## src/rtl/dstk_pkg.sv

```systemverilog
// shared types and constants for the two-stacks-in-one-array block
`timescale 1ns / 1ps
`default_nettype none

package dstk_pkg;

   // sizes
   localparam int DEPTH_DEFAULT   = 16;
   localparam int WORD_W          = 32;
   localparam int STATUS_W        = 2;
   localparam int REQ_W           = 3;
   localparam int REQ_QUEUE_DEPTH = 2;
   localparam int RSP_QUEUE_DEPTH = 4;

   // request codes on the input port
   localparam logic [REQ_W-1:0] REQ_PUSH_ONE = 3'd0;
   localparam logic [REQ_W-1:0] REQ_PUSH_TWO = 3'd1;
   localparam logic [REQ_W-1:0] REQ_POP_ONE  = 3'd2;
   localparam logic [REQ_W-1:0] REQ_POP_TWO  = 3'd3;
   localparam logic [REQ_W-1:0] REQ_LIST_ONE = 3'd4;
   localparam logic [REQ_W-1:0] REQ_LIST_TWO = 3'd5;

   // result status codes
   localparam logic [STATUS_W-1:0] ST_OK        = 2'd0;
   localparam logic [STATUS_W-1:0] ST_OVERFLOW  = 2'd1;
   localparam logic [STATUS_W-1:0] ST_UNDERFLOW = 2'd2;
   localparam logic [STATUS_W-1:0] ST_EMPTY     = 2'd3;

   // decoded operation
   typedef enum logic [2:0] {
      OP_PUSH_ONE,
      OP_PUSH_TWO,
      OP_POP_ONE,
      OP_POP_TWO,
      OP_LIST_ONE,
      OP_LIST_TWO
   } op_type;

   // command passed from front to back
   typedef struct packed {
      op_type                   op;
      logic signed [WORD_W-1:0] value;
   } cmd_type;

   // one result item
   typedef struct packed {
      logic signed [WORD_W-1:0] value;
      logic [STATUS_W-1:0]      status;
      logic                     last;
   } rsp_type;

endpackage

`default_nettype wire

```

## src/rtl/dual_stack_shared_array_core.sv

```systemverilog
// top level: two stacks sharing one word memory
// a result passes through the request queue, the result stage and the result queue
// throughput: one push or pop per cycle while the result queue has room; a list
//   reads one word per cycle while there is room and holds back the next request
// reset: stack counts and queues are cleared; memory contents are not
`timescale 1ns / 1ps
`default_nettype none

module dual_stack_shared_array_core
   import dstk_pkg::*;
#(
   parameter int DEPTH = DEPTH_DEFAULT
) (
   input  wire logic                       clock,
   input  wire logic                       reset,
   input  wire logic                       push,
   output logic                            full,
   input  wire logic [REQ_W-1:0]           req_type,
   input  wire logic signed [WORD_W-1:0]   req_push_value,
   output logic                            empty,
   input  wire logic                       pop,
   output logic signed [WORD_W-1:0]        rsp_value,
   output logic [STATUS_W-1:0]             rsp_status,
   output logic                            rsp_last
);

   logic                                     cmd_valid;
   cmd_type                                  cmd;
   logic                                     cmd_take;
   logic [$clog2(RSP_QUEUE_DEPTH+1)-1:0]     rsp_level;
   logic                                     rsp_push;
   rsp_type                                  rsp_back;
   rsp_type                                  rsp_head;

   dstk_front u_front (
      .clock          (clock),
      .reset          (reset),
      .push           (push),
      .full           (full),
      .req_type       (req_type),
      .req_push_value (req_push_value),
      .cmd_valid      (cmd_valid),
      .cmd            (cmd),
      .cmd_take       (cmd_take)
   );

   dstk_back #(
      .DEPTH (DEPTH)
   ) u_back (
      .clock     (clock),
      .reset     (reset),
      .cmd_valid (cmd_valid),
      .cmd       (cmd),
      .cmd_take  (cmd_take),
      .rsp_level (rsp_level),
      .rsp_push  (rsp_push),
      .rsp       (rsp_back)
   );

   dstk_rsp_queue u_rsp_queue (
      .clock    (clock),
      .reset    (reset),
      .rsp_push (rsp_push),
      .rsp_in   (rsp_back),
      .level    (rsp_level),
      .empty    (empty),
      .pop      (pop),
      .rsp_out  (rsp_head)
   );

   // result ports
   assign rsp_value  = rsp_head.value;
   assign rsp_status = rsp_head.status;
   assign rsp_last   = rsp_head.last;

endmodule

`default_nettype wire

```

## src/rtl/dstk_front.sv

```systemverilog
// request front end: decodes request codes and queues valid commands
`timescale 1ns / 1ps
`default_nettype none

module dstk_front
   import dstk_pkg::*;
(
   input  wire logic                     clock,
   input  wire logic                     reset,
   input  wire logic                     push,
   output logic                          full,
   input  wire logic [REQ_W-1:0]         req_type,
   input  wire logic signed [WORD_W-1:0] req_push_value,
   output logic                          cmd_valid,
   output cmd_type                       cmd,
   input  wire logic                     cmd_take
);

   localparam int PW = $clog2(REQ_QUEUE_DEPTH);
   localparam int LW = $clog2(REQ_QUEUE_DEPTH + 1);

   cmd_type          queue_ff [REQ_QUEUE_DEPTH];
   logic [PW-1:0]    wr_ptr_ff, wr_ptr_in;
   logic [PW-1:0]    rd_ptr_ff, rd_ptr_in;
   logic [LW-1:0]    level_ff, level_in;
   logic             code_ok;
   logic             store;
   cmd_type          decoded;

   // decode the request code; unused codes are dropped
   always_comb begin
      code_ok       = 1'b1;
      decoded.value = req_push_value;
      decoded.op    = OP_PUSH_ONE;
      unique case (req_type)
         REQ_PUSH_ONE: decoded.op = OP_PUSH_ONE;
         REQ_PUSH_TWO: decoded.op = OP_PUSH_TWO;
         REQ_POP_ONE:  decoded.op = OP_POP_ONE;
         REQ_POP_TWO:  decoded.op = OP_POP_TWO;
         REQ_LIST_ONE: decoded.op = OP_LIST_ONE;
         REQ_LIST_TWO: decoded.op = OP_LIST_TWO;
         default:      code_ok    = 1'b0;
      endcase
   end

   // queue pointers and fill level
   always_comb begin
      full      = (level_ff == LW'(REQ_QUEUE_DEPTH));
      cmd_valid = (level_ff != '0);
      cmd       = queue_ff[rd_ptr_ff];
      store     = push && !full && code_ok;
      wr_ptr_in = store ? wr_ptr_ff + 1'b1 : wr_ptr_ff;
      rd_ptr_in = cmd_take ? rd_ptr_ff + 1'b1 : rd_ptr_ff;
      level_in  = level_ff + LW'(store) - LW'(cmd_take);
   end

   always_ff @(posedge clock) begin
      if (reset) begin
         wr_ptr_ff <= '0;
         rd_ptr_ff <= '0;
         level_ff  <= '0;
      end else begin
         wr_ptr_ff <= wr_ptr_in;
         rd_ptr_ff <= rd_ptr_in;
         level_ff  <= level_in;
      end
   end

   // queue storage
   always_ff @(posedge clock) begin
      if (store) begin
         queue_ff[wr_ptr_ff] <= decoded;
      end
   end

endmodule

`default_nettype wire

```

## src/rtl/dstk_back.sv

```systemverilog
// execution back end: shared memory, stack counts and list sequencer
`timescale 1ns / 1ps
`default_nettype none

module dstk_back
   import dstk_pkg::*;
#(
   parameter int DEPTH = DEPTH_DEFAULT
) (
   input  wire logic                                  clock,
   input  wire logic                                  reset,
   input  wire logic                                  cmd_valid,
   input  wire cmd_type                               cmd,
   output logic                                       cmd_take,
   input  wire logic [$clog2(RSP_QUEUE_DEPTH+1)-1:0]  rsp_level,
   output logic                                       rsp_push,
   output rsp_type                                    rsp
);

   localparam int AW  = $clog2(DEPTH);
   localparam int CW  = $clog2(DEPTH + 1);
   localparam int RLW = $clog2(RSP_QUEUE_DEPTH + 1);
   localparam logic [CW-1:0] DEPTH_C  = CW'(DEPTH);
   localparam logic [AW-1:0] TOP_ADDR = AW'(DEPTH - 1);

   typedef enum logic {S_IDLE, S_LIST} state_type;

   logic signed [WORD_W-1:0] mem [DEPTH];
   logic signed [WORD_W-1:0] rd_data_ff;

   state_type           state_ff, state_in;
   logic [CW-1:0]       count_low_ff, count_low_in;
   logic [CW-1:0]       count_high_ff, count_high_in;
   logic [AW-1:0]       list_addr_ff, list_addr_in;
   logic [AW-1:0]       list_end_ff, list_end_in;
   logic                list_up_ff, list_up_in;
   logic                s1_valid_ff, s1_last_ff, s1_read_ff;
   logic [STATUS_W-1:0] s1_status_ff;

   logic [RLW:0]        used;
   logic                can_issue;
   logic                issue;
   logic                iss_read;
   logic                iss_last;
   logic [STATUS_W-1:0] iss_status;
   logic [AW-1:0]       rd_addr;
   logic                wr_en;
   logic [AW-1:0]       wr_addr;
   logic                stacks_full;
   logic [CW-1:0]       low_dec;
   logic [CW-1:0]       high_base;

   // room check: queue level plus the result still in flight
   always_comb begin
      used      = {1'b0, rsp_level} + (RLW + 1)'(s1_valid_ff);
      can_issue = (used < (RLW + 1)'(RSP_QUEUE_DEPTH));
   end

   // command decode and list stepping
   always_comb begin
      stacks_full   = ({1'b0, count_low_ff} + {1'b0, count_high_ff}) >= {1'b0, DEPTH_C};
      low_dec       = count_low_ff - 1'b1;
      high_base     = DEPTH_C - count_high_ff;
      cmd_take      = 1'b0;
      issue         = 1'b0;
      iss_read      = 1'b0;
      iss_last      = 1'b1;
      iss_status    = ST_OK;
      rd_addr       = '0;
      wr_en         = 1'b0;
      wr_addr       = '0;
      state_in      = state_ff;
      count_low_in  = count_low_ff;
      count_high_in = count_high_ff;
      list_addr_in  = list_addr_ff;
      list_end_in   = list_end_ff;
      list_up_in    = list_up_ff;
      priority if (state_ff == S_LIST) begin
         if (can_issue) begin
            issue    = 1'b1;
            iss_read = 1'b1;
            rd_addr  = list_addr_ff;
            iss_last = (list_addr_ff == list_end_ff);
            if (iss_last) begin
               state_in = S_IDLE;
            end else begin
               list_addr_in = list_up_ff ? list_addr_ff + 1'b1 : list_addr_ff - 1'b1;
            end
         end
      end else if (cmd_valid && can_issue) begin
         cmd_take = 1'b1;
         issue    = 1'b1;
         unique case (cmd.op)
            OP_PUSH_ONE: begin
               if (stacks_full) begin
                  iss_status = ST_OVERFLOW;
               end else begin
                  wr_en        = 1'b1;
                  wr_addr      = count_low_ff[AW-1:0];
                  count_low_in = count_low_ff + 1'b1;
               end
            end
            OP_PUSH_TWO: begin
               if (stacks_full) begin
                  iss_status = ST_OVERFLOW;
               end else begin
                  wr_en         = 1'b1;
                  wr_addr       = TOP_ADDR - count_high_ff[AW-1:0];
                  count_high_in = count_high_ff + 1'b1;
               end
            end
            OP_POP_ONE: begin
               if (count_low_ff == '0) begin
                  iss_status = ST_UNDERFLOW;
               end else begin
                  iss_read     = 1'b1;
                  rd_addr      = low_dec[AW-1:0];
                  count_low_in = low_dec;
               end
            end
            OP_POP_TWO: begin
               if (count_high_ff == '0) begin
                  iss_status = ST_UNDERFLOW;
               end else begin
                  iss_read      = 1'b1;
                  rd_addr       = high_base[AW-1:0];
                  count_high_in = count_high_ff - 1'b1;
               end
            end
            OP_LIST_ONE: begin
               if (count_low_ff == '0) begin
                  iss_status = ST_EMPTY;
               end else begin
                  iss_read = 1'b1;
                  rd_addr  = low_dec[AW-1:0];
                  iss_last = (low_dec[AW-1:0] == '0);
                  if (!iss_last) begin
                     state_in     = S_LIST;
                     list_addr_in = low_dec[AW-1:0] - 1'b1;
                     list_end_in  = '0;
                     list_up_in   = 1'b0;
                  end
               end
            end
            OP_LIST_TWO: begin
               if (count_high_ff == '0) begin
                  iss_status = ST_EMPTY;
               end else begin
                  iss_read = 1'b1;
                  rd_addr  = high_base[AW-1:0];
                  iss_last = (high_base[AW-1:0] == TOP_ADDR);
                  if (!iss_last) begin
                     state_in     = S_LIST;
                     list_addr_in = high_base[AW-1:0] + 1'b1;
                     list_end_in  = TOP_ADDR;
                     list_up_in   = 1'b1;
                  end
               end
            end
            default: begin
               issue = 1'b0;
            end
         endcase
      end
   end

   // sequencer state, counts and result stage
   always_ff @(posedge clock) begin
      if (reset) begin
         state_ff      <= S_IDLE;
         count_low_ff  <= '0;
         count_high_ff <= '0;
         s1_valid_ff   <= 1'b0;
      end else begin
         state_ff      <= state_in;
         count_low_ff  <= count_low_in;
         count_high_ff <= count_high_in;
         s1_valid_ff   <= issue;
      end
      list_addr_ff <= list_addr_in;
      list_end_ff  <= list_end_in;
      list_up_ff   <= list_up_in;
      s1_last_ff   <= iss_last;
      s1_read_ff   <= iss_read;
      s1_status_ff <= iss_status;
   end

   // shared word memory with registered read
   always_ff @(posedge clock) begin
      if (wr_en) begin
         mem[wr_addr] <= cmd.value;
      end
      if (iss_read) begin
         rd_data_ff <= mem[rd_addr];
      end
   end

   // result toward the output queue
   always_comb begin
      rsp_push   = s1_valid_ff;
      rsp.value  = s1_read_ff ? rd_data_ff : '0;
      rsp.status = s1_status_ff;
      rsp.last   = s1_last_ff;
   end

endmodule

`default_nettype wire

```

## src/rtl/dstk_rsp_queue.sv

```systemverilog
// result queue between the back end and the result ports
`timescale 1ns / 1ps
`default_nettype none

module dstk_rsp_queue
   import dstk_pkg::*;
(
   input  wire logic                                 clock,
   input  wire logic                                 reset,
   input  wire logic                                 rsp_push,
   input  wire rsp_type                              rsp_in,
   output logic [$clog2(RSP_QUEUE_DEPTH+1)-1:0]      level,
   output logic                                      empty,
   input  wire logic                                 pop,
   output rsp_type                                   rsp_out
);

   localparam int PW = $clog2(RSP_QUEUE_DEPTH);
   localparam int LW = $clog2(RSP_QUEUE_DEPTH + 1);

   rsp_type       queue_ff [RSP_QUEUE_DEPTH];
   logic [PW-1:0] wr_ptr_ff, wr_ptr_in;
   logic [PW-1:0] rd_ptr_ff, rd_ptr_in;
   logic [LW-1:0] level_ff, level_in;
   logic          take;

   // pointers and level; the back end never pushes into a full queue
   always_comb begin
      level     = level_ff;
      empty     = (level_ff == '0);
      rsp_out   = queue_ff[rd_ptr_ff];
      take      = pop && !empty;
      wr_ptr_in = rsp_push ? wr_ptr_ff + 1'b1 : wr_ptr_ff;
      rd_ptr_in = take ? rd_ptr_ff + 1'b1 : rd_ptr_ff;
      level_in  = level_ff + LW'(rsp_push) - LW'(take);
   end

   always_ff @(posedge clock) begin
      if (reset) begin
         wr_ptr_ff <= '0;
         rd_ptr_ff <= '0;
         level_ff  <= '0;
      end else begin
         wr_ptr_ff <= wr_ptr_in;
         rd_ptr_ff <= rd_ptr_in;
         level_ff  <= level_in;
      end
   end

   // queue storage
   always_ff @(posedge clock) begin
      if (rsp_push) begin
         queue_ff[wr_ptr_ff] <= rsp_in;
      end
   end

endmodule

`default_nettype wire

```

## config.mk

```make
export PLATFORM = sky130hd
export DESIGN_NAME = dual_stack_shared_array_core
export DESIGN_NICKNAME = d
export VERILOG_FILES = /design/src/rtl/dstk_pkg.sv /design/src/rtl/dual_stack_shared_array_core.sv /design/src/rtl/dstk_front.sv /design/src/rtl/dstk_back.sv /design/src/rtl/dstk_rsp_queue.sv
export SDC_FILE = /design/constraint.sdc
export NUM_CORES = 1
export LEC_CHECK = 0
export ABC_AREA = 0
export BUFFER_PORTS_ARGS = -buffer_cell sky130_fd_sc_hd__buf_2
export CORE_ASPECT_RATIO = 0.6
export CORE_UTILIZATION = 60
export CTS_CLUSTER_DIAMETER = 50
export DETAILED_ROUTE_END_ITERATION = 10
export GPL_ROUTABILITY_DRIVEN = 0
export HOLD_SLACK_MARGIN = 0.12
export PLACE_DENSITY = 0.77
export SLEW_MARGIN = 20
export SYNTH_ARGS = -nofsm -noshare
export SYNTH_HDL_FRONTEND = slang
export SYNTH_HIERARCHICAL = 1
export SYNTH_SLANG_ARGS = --single-unit
```

## constraint.sdc

```tcl
create_clock -name clock -period 8.3 [get_ports clock]
set_clock_uncertainty 0.15 [all_clocks]
set_input_delay 1.66 -clock clock [delete_from_list [all_inputs] [get_ports clock]]
set_output_delay 1.66 -clock clock [all_outputs]
set_load 0.02 [all_outputs]
```

==> summary.txt, run 1 <==
reg-to-reg slack, setup: 3320 ps
Die H: 179.2 um
Slew Limit Fails: 0
worst-skew pair later-pin latency: 600 ps
Filler cells: 3334
total track usage: 0.2675
post-CTS setup buffers: 0
Yosys top cell by area: edfxtp_1
Horiz. Die Dim: 297.3 um
cts hold-fix bufs: 0
root buffer cell: clkbuf_16
Hold WC Path Type: flop to flop
grt ovf: 0
Starting Density: 0.6114
Clock power frac: 0.318
Post-synth top cells: 759 x edfxtp_1, 371 x nand2_1, 302 x a21oi_1
Final #Nets: 2218
H-Tree Depth: 3
CTS tree: done
status: completed
crit end category: flop
CP max-delay cell: dfxtp_2
1st-pass router iterations: 6
worst reg2reg endpoint: u_back/rd_data_ff[14]$_DFFE_PP_
Syn Std Cell Area: 31380 um^2
WL final: 70510 um
Core Area: 51330 um^2
Design Area, Final: 34680 um^2
Logic pwr share: 0.181
Max transition margin: 0.3127
non-filler cells, final: 2903
Post-synth top flop: edfxtp_1
first-pass GRT wire length: 105500 um
Reg clk slew, reported paths: 70 ps
crit-path max FO: 85
Leak: 11.39 nW
Switching Share: 0.2768
Post-synth ARST share: 0
synth-to-layout area growth: 10.52%
sequential power share: 0.500
DP Wirelength: 39330 um
Syn Inst Count: 2089
fmax: 200.9 MHz
number of global-route vias before repair: 17420
Cells after DPL: 2771
DR vias/cell: 6.257
Startpoint Class: flop
Die ar.: 53250 um^2
EDFF count, synth: 759
initial antenna violation count: 4
Cell Pwr Density: 289.3 nW/um^2
setup violators final: 0
Clock Tree Buf Depth: 3
setup total negative slack: 0 ps
maximum number of pins on one net before global-route repair: 178
Yosys warning count: 6
Syn Area/Cell: 15.02 um^2
top cell type's share of synthesized area: 0.7263
synth unique cells: 71
Worst Reg2Reg Path Length in Cells: 10
P_sw: 2.777 mW
Pint: 7.257 mW
Hold Slack: 328.3 ps
fraction of layout cells with a size suffix above 1: 0.1478
placed cell area: 32430 um^2
final hold vios: 0
initial DRC count: 2192
required time of the critical path: 8540 ps
Rows: 64
sequential area share after synthesis: 0.7454
# IOs: 76
Syn Nets: 2157
fin crit share: 0.5997
MaxCap Viol Count: 0
area occupied by multi-input gates: 7331 um^2
Final Critical Period: 4978 ps
CTS Buf Count: 70
Setup crit end: u_back/rd_data_ff[14]$_DFFE_PP_
clock sinks: 789
crit path cell chain: mux2_2, xor2_1, nand3_2, o21a_4, buf_4, buf_4, a21oi_1, a22oi_1, a22oi_1, o311ai_1
most common cell in the netlist: edfxtp_1
RSZ-0062 raised after global routing: no
WL/cell: 24.29 um
register area: 23390 um^2
Critical Path AT: 5220 ps
Tightest Pin Transition: 1031 ps
# DRC: 0
cts repair resizes: 0
PortBufs: 75
Hold Crit Depth: 0
critical path class: flop to flop
Routed Antenna Nets: 0
via count: 18160
top cells by area, synth: edfxtp_1 73%, a21oi_1 4.8%, nand2_1 4.4%
post-synthesis register bit count: 789
peak supply drop: 0.0002101 V
Slowest Stage Delay on Critical Path: 990 ps
==> cell families (layout without fill, tap and decap cells) <==
| group | count (synthesis) | after routing | share of synthesized area |
|---|---|---|---|
| simple gates | 546 | 546 | 0.07531 |
| buf+inv | 146 | 262 | 0.02663 |
| compound gates | 475 | 475 | 0.09154 |
| xor+xnor | 25 | 25 | 0.007416 |
| flops | 789 | 789 | 0.7454 |
| mux | 79 | 79 | 0.04142 |
| fa+ha+maj | 29 | 29 | 0.01228 |
| other cells | 0 | 5 | 0 |
==> cell type report <==
type,instances,area share
Sequential cell,789,0.6745
Clock buffer,89,0.05465
Multi-Input combinational cell,1154,0.2114
Timing Repair Buffer,115,0.02193
Antenna cell,5,0.0003607
Clock inverter,38,0.01003
Tap cell,693,0.02500
Inverter,20,0.002164
==> metrics by stage <==
step,util,setup slack [ps],power (mW)
after floorplan,-,3661,6.317
after global placement,0.6301,3563,6.808
after detailed placement,0.6318,3411,6.898
after CTS,0.6755,3377,10.05
after global routing,0.6757,3087,10.39
final,0.6757,3322,10.03
==> power groups by stage <==
stage / logic [mW] / clock network, mW / registers [mW]
2_1_floorplan: 1.30 / 0 / 5.02
3_3_place_gp: 1.72 / 0 / 5.09
3_5_place_dp: 1.79 / 0 / 5.10
4_1_cts: 1.80 / 3.23 / 5.02
5_1_grt: 1.96 / 3.38 / 5.04
6_report: 1.82 / 3.19 / 5.02
==> layout by cell type, fill, tap and decap left out, types with 15 or more instances in the layout <==
cell	instances
mux4_2	30
inv_1	20
nor2_1	37
ha_1	26
clkbuf_16	72
a22oi_1	96
nand2_1	371
buf_2	75
a21oi_1	301
dfxtp_1	28
mux2_2	38
buf_4	35
o311ai_1	32
nand3_1	38
xnor2_1	15
nor2_4	17
and2_1	38
edfxtp_1	759
==> critical path, delay by kind of cell (launching register included) <==
kind                      cells  cell delay [ps]
buffers and inverters         2             1380
AOI/OAI and AO/OA             5             1150
DFF                           1              990
muxes                         1              560
xor gates and xnor gates      1              240
and+or+nand+nor               1              200
==> flip-flops by register name, summed over array words and instances (netlist names), named ones only <==
register / count
u_back/count_high_ff: 5
u_back/count_low_ff: 5
u_back/list_addr_ff: 4
u_back/list_end_ff: 1
u_back/mem: 512
u_back/rd_data_ff: 32
u_back/rsp_push: 1
u_back/s1_last_ff: 1
u_back/s1_read_ff: 1
u_back/s1_status_ff: 2
u_back/state_ff: 1
u_front/level_ff: 2
u_front/queue_ff: 70
u_front/rd_ptr_ff: 1
u_front/wr_ptr_ff: 1
u_rsp_queue/level: 3
u_rsp_queue/queue_ff: 140
u_rsp_queue/rd_ptr_ff: 2
u_rsp_queue/wr_ptr_ff: 2
==> routing by layer <==
| layer | track usage | vias to the layer above | wire [um] |
|---|---|---|---|
| li1 | - | 8021 | - |
| met1 | 0.3810 | 8994 | 28720 |
| met3 | 0.06882 | 126 | 8243 |
| met2 | 0.4155 | 1022 | 32140 |
| met5 | 0.02289 | - | 0 |
| met4 | 0.06529 | 0 | 1400 |
==> worst min-delay path by stage <==
stage,startpoint,to,slack (ps)
3_3_place_gp,u_back/s1_status_ff[1]$_SDFF_PN0_,u_rsp_queue/queue_ff[1][2]$_DFFE_PP_,300
3_5_place_dp,u_back/s1_status_ff[1]$_SDFF_PN0_,u_rsp_queue/queue_ff[1][2]$_DFFE_PP_,310
2_1_floorplan,u_back/s1_status_ff[0]$_SDFF_PN0_,u_rsp_queue/queue_ff[0][1]$_DFFE_PP_,290
5_1_grt,u_back/s1_status_ff[1]$_SDFF_PN0_,u_rsp_queue/queue_ff[3][2]$_DFFE_PP_,360
4_1_cts,u_back/s1_status_ff[1]$_SDFF_PN0_,u_rsp_queue/queue_ff[1][2]$_DFFE_PP_,330
6_report,u_back/s1_status_ff[1]$_SDFF_PN0_,u_rsp_queue/queue_ff[1][2]$_DFFE_PP_,330
Note: power is estimated with default switching activity, not from simulation.
==> inputs of run 2 (changes only) <==
--- a/config.mk
+++ b/config.mk
@@ -8,12 +8,12 @@
 export ABC_AREA = 0
 export BUFFER_PORTS_ARGS = -buffer_cell sky130_fd_sc_hd__buf_2
 export CORE_ASPECT_RATIO = 0.6
-export CORE_UTILIZATION = 60
+export CORE_UTILIZATION = 56
 export CTS_CLUSTER_DIAMETER = 50
 export DETAILED_ROUTE_END_ITERATION = 10
 export GPL_ROUTABILITY_DRIVEN = 0
 export HOLD_SLACK_MARGIN = 0.12
-export PLACE_DENSITY = 0.77
+export PLACE_DENSITY = 0.75
 export SLEW_MARGIN = 20
 export SYNTH_ARGS = -nofsm -noshare
 export SYNTH_HDL_FRONTEND = slang
==> constraint.sdc (replaced) <==
create_clock -name clock -period 4.42 [get_ports clock]
set_clock_uncertainty 0.15 [all_clocks]
set_input_delay 0.884 -clock clock [delete_from_list [all_inputs] [get_ports clock]]
set_output_delay 0.884 -clock clock [all_outputs]
set_load 0.02 [all_outputs]
==> run 2 against run 1 <==
- power is 85% higher
- largest cell class unchanged
- critical endpoint is now u_back/rd_data_ff[12]$_DFFE_PP_
- clock-buffer cell count stayed put
- first-iteration DRC count is 5.0% higher
==> summary.txt, run 2 (synthesized netlist as in run 1, its figures left out) <==
setup violators final: 0
first-pass GRT wire length: 106900 um
Worst Reg2Reg Path Length in Cells: 9
number of global-route vias before repair: 17400
most flop-heavy register: u_back/mem
Reg clk slew, reported paths: 70 ps
Logic pwr share: 0.188
total track usage: 0.2541
Routed Antenna Nets: 0
sequential power share: 0.509
Rows: 66
Final Critical Period: 3773 ps
most frequent cells in the layout: 759 x edfxtp_1, 371 x nand2_1, 301 x a21oi_1
1st-pass router iterations: 6
fin crit share: 0.8536
root buffer cell: clkbuf_16
critical path class: flop to flop
DR vias/cell: 6.152
crit-path max FO: 58
WHS Endpoint: u_front/queue_ff[0][21]$_DFFE_PP_
Critical Path AT: 4010 ps
Cell Pwr Density: 531.4 nW/um^2
cts repair resizes: 0
Switching Share: 0.2789
clock sinks: 789
Leak: 11.47 nW
WL/cell: 24.04 um
Largest register FFs: 512
Slew Limit Fails: 0
Cells after DPL: 2846
PortBufs: 75
Hold Crit Depth: 1
status: completed
Tightest Pin Transition: 1162 ps
# DRC: 0
worst slack, placed: 745.6 ps
Final WS setup: 647.2 ps
worst-skew pair later-pin latency: 600 ps
initial DRC count: 2301
initial antenna violation count: 7
setup total negative slack: 0 ps
synth-to-layout area growth: 11.13%
required time of the critical path: 4650 ps
hold_sp: req_push_value[21]
maximum number of pins on one net before global-route repair: 93
most common cell after layout, fill and taps aside: edfxtp_1
Hold WC Path Type: input pin to flop
crit end category: flop
Startpoint Class: flop
Largest regs: u_back/mem (512), u_rsp_queue/queue_ff (140), u_front/queue_ff (70)
non-filler cells, final: 2972
worst reg2reg endpoint: u_back/rd_data_ff[12]$_DFFE_PP_
post-CTS setup buffers: 0
reg-to-reg slack, setup: 650 ps
WL final: 71440 um
Die ar.: 57020 um^2
Final #Nets: 2236
Max transition margin: 0.2053
Starting Density: 0.5732
CTS tree: done
Die H: 185.4 um
Clock Tree Buf Depth: 3
via count: 18280
Core Area: 54750 um^2
cts hold-fix bufs: 0
GRT busiest layer: met2
H-Tree Depth: 3
met1 capacity usage during global routing: 0.3732
RSZ-0062 raised after global routing: no
# IOs: 76
Pint: 13.36 mW
DP Wirelength: 40070 um
peak supply drop: 0.0003854 V
fmax: 265.1 MHz
met3 Resource Use GR: 0.07540
P_sw: 5.169 mW
met2 Track Usage GR: 0.3742
fraction of layout cells with a size suffix above 1: 0.1516
grt ovf: 0
Hold Slack: 322.2 ps
final hold vios: 0
MaxCap Viol Count: 0
Horiz. Die Dim: 307.6 um
CTS Buf Count: 68
Clock power frac: 0.303
run 2: worst max-delay path by stage:
stage / startpoint / end / slack (ps) / depth (start not counted)
global placement: u_back/count_low_ff[0]$_SDFFE_PP0P_ / u_back/rd_data_ff[20]$_DFFE_PP_ / 860 / 9
finish: flop / u_back/rd_data_ff[12]$_DFFE_PP_ / 650 / 9
global route: u_back/count_low_ff[1]$_SDFFE_PP0P_ / u_back/mem[12][13]$_DFFE_PP_ / 370 / 8
CTS: flop / u_back/rd_data_ff[12]$_DFFE_PP_ / 720 / 9
floorplan: flop / u_back/mem[7][0]$_DFFE_PP_ / 40 / 8
detailed placement: u_back/count_high_ff[1]$_SDFFE_PP0P_ / u_back/mem[12][23]$_DFFE_PP_ / 750 / 8
run 2: metal layers:
| layer | vias up | routed length, um |
|---|---|---|
| li1 | 8058 | - |
| met1 | 9110 | 29800 |
| met2 | 997 | 31550 |
| met3 | 116 | 8767 |
| met4 | 2 | 1319 |
| met5 | - | 9 |
run 2: cell type report:
| cell class | instances | area (um^2) |
|---|---|---|
| flip-flops and latches | 789 | 23390 |
| fillers | 3804 | 19870 |
| multi-input cells | 1154 | 7360 |
| clock buffers | 89 | 1802 |
| repair buffers | 135 | 1051 |
| well taps | 748 | 935.9 |
| clock inverters | 36 | 255.2 |
| inverters | 20 | 75.07 |
| diodes | 1 | 2.502 |
run 2: power groups by stage:
stage / clock network (mW) / registers (mW) / logic, mW
after global routing: 5.95 / 9.48 / 3.76
after CTS: 5.69 / 9.43 / 3.47
final: 5.62 / 9.43 / 3.49
after floorplan: 0 / 9.42 / 2.44
after global placement: 0 / 9.56 / 3.34
after detailed placement: 0 / 9.58 / 3.45
run 2: stage by stage:
stage	area, um^2	utilization	power [mW]
2_1_floorplan	31390	-	11.86
3_3_place_gp	32780	0.5987	12.90
3_5_place_dp	32820	0.5994	13.03
4_1_cts	34870	0.6370	18.58
5_1_grt	34870	0.6370	19.19
6_report	34880	0.6370	18.53
run 2: critical path: stages, from the launching register on:
cell and delay, ps:
dfxtp_2 550, mux2_2 520, xor2_1 300, nand3_2 240, o21ai_4 770, buf_12 340
nand2_1 90, a22oi_1 250, a22oi_1 150, o311ai_1 140
==> inputs of run 3 (changes only) <==
--- a/config.mk
+++ b/config.mk
@@ -9,6 +9,7 @@
 export BUFFER_PORTS_ARGS = -buffer_cell sky130_fd_sc_hd__buf_2
 export CORE_ASPECT_RATIO = 0.6
 export CORE_UTILIZATION = 56
+export CTS_BUF_LIST = sky130_fd_sc_hd__clkbuf_8 sky130_fd_sc_hd__clkbuf_16
 export CTS_CLUSTER_DIAMETER = 50
 export DETAILED_ROUTE_END_ITERATION = 10
 export GPL_ROUTABILITY_DRIVEN = 0
==> run 3 against run 2 <==
- setup slack worse by 19 ps
- first-iteration DRC count up 2.6%
- sequential power about the same
- clock-buffer cell count down 20
- via count down 0.10%
- die area unchanged
- hold slack worse by 1.5 ps
- sequential share of layout area about the same
- final cell count about the same
- combinational power about the same
- global-route usage unchanged
- critical path type unchanged
- critical endpoint unchanged
==> summary.txt, run 3 (synthesized netlist as in run 1, its figures left out) <==
worst-skew pair later-pin latency: 600 ps
required time of the critical path: 4650 ps
Startpoint Class: flop
Worst Reg2Reg Path Length in Cells: 9
via count: 18260
Filler cells: 3803
cts repair resizes: 0
Max transition margin: 0.2045
Largest register FFs: 512
PortBufs: 75
setup violators final: 0
placed cell area: 32820 um^2
Final Critical Period: 3792 ps
CTS Buf Count: 68
non-filler cells, final: 2973
DP Wirelength: 40070 um
peak supply drop: 0.0003842 V
Critical Path AT: 4020 ps
cell family contributing the most delay on the critical path: compound AO/OA/AOI/OAI gates
cts hold-fix bufs: 0
initial antenna violation count: 7
Final #Nets: 2236
Cell Pwr Density: 530.2 nW/um^2
worst slack, placed: 745.6 ps
Tightest Pin Transition: 1163 ps
CP max-delay cell: o21ai_4
crit end category: flop
Cells after DPL: 2846
# IOs: 76
MaxCap Viol Count: 0
final hold vios: 0
Largest regs: u_back/mem (512), u_rsp_queue/queue_ff (140), u_front/queue_ff (70)
WL/cell: 24.04 um
clock sinks: 789
Clock Tree Buf Depth: 3
total track usage: 0.2541
fraction of layout cells with a size suffix above 1: 0.1516
most frequent CP cell: a22oi_1
status: completed
critical path class: flop to flop
Rows: 66
Reg clk slew, reported paths: 60 ps
Leak: 11.55 nW
Slowest Stage Delay on Critical Path: 790 ps
most flop-heavy register: u_back/mem
fmax: 263.7 MHz
initial DRC count: 2361
root buffer cell: clkbuf_16
Horiz. Die Dim: 307.6 um
Routed Antenna Nets: 0
Hold WC Path Type: input pin to flop
H-Tree Depth: 3
crit path cell chain: mux2_2, xor2_1, nand3_2, o21ai_4, buf_12, nand2_1, a22oi_1, a22oi_1, o311ai_1
RSZ-0062 raised after global routing: no
Starting Density: 0.5732
Design Area, Final: 34880 um^2
Crit path depth: 9
maximum number of pins on one net before global-route repair: 93
area occupied by multi-input gates: 7360 um^2
synth-to-layout area growth: 11.14%
# DRC: 0
fin crit share: 0.8579
WL final: 71460 um
Final WS setup: 628.1 ps
DR vias/cell: 6.143
grt ovf: 0
most frequent cells in the layout: 759 x edfxtp_1, 371 x nand2_1, 301 x a21oi_1
first-pass GRT wire length: 106900 um
Die H: 185.4 um
CTS tree: done
Bufs and invs on worst path: 1
setup total negative slack: 0 ps
1st-pass router iterations: 6
Hold Crit Depth: 1
Slew Limit Fails: 0
Core Area: 54750 um^2
number of global-route vias before repair: 17400
post-CTS setup buffers: 0
most common cell after layout, fill and taps aside: edfxtp_1
register area: 23390 um^2
crit-path max FO: 58
Die ar.: 57020 um^2
## run 3: final timing paths
check | from | slack [ps] | endpoint
max | flop | 630 | u_back/rd_data_ff[12]$_DFFE_PP_
min | req_push_value[21] | 320 | u_front/queue_ff[0][21]$_DFFE_PP_
max reg2reg | flop | 630 | u_back/rd_data_ff[12]$_DFFE_PP_
min reg2reg | u_back/s1_status_ff[0]$_SDFF_PN0_ | 330 | u_rsp_queue/queue_ff[1][1]$_DFFE_PP_
## run 3: area by class of cell
| type | count | area share |
|---|---|---|
| antenna | 2 | 0.0001435 |
| clock inverter | 56 | 0.009471 |
| multi-input combinational | 1154 | 0.2110 |
| clock buffer | 69 | 0.04950 |
| sequential | 789 | 0.6708 |
| tap | 748 | 0.02683 |
| inverter | 20 | 0.002152 |
| timing repair buffer | 135 | 0.03013 |
## run 3: routing by layer
metal,vias to the layer above,track usage,routed length (um)
li1,8059,-,-
met1,9056,0.3732,29500
met2,1023,0.3742,31350
met3,124,0.07540,9148
met4,2,0.06149,1457
met5,-,0,9
## run 3: power breakdown
group | switching (mW) | internal, mW
registers | 0.278 | 9.15
clock network | 2.60 | 2.98
logic | 2.30 | 1.19
## run 3: through the flow
| step | total power, mW | utilization | hold slack (ps) |
|---|---|---|---|
| finish | 18.49 | 0.6370 | 320.8 |
| floorplan | 11.86 | - | 288.3 |
| CTS | 18.53 | 0.6370 | 300.0 |
| global placement | 12.90 | 0.5987 | 299.8 |
| global route | 19.15 | 0.6370 | 301.9 |
| detailed placement | 13.03 | 0.5994 | 317.0 |
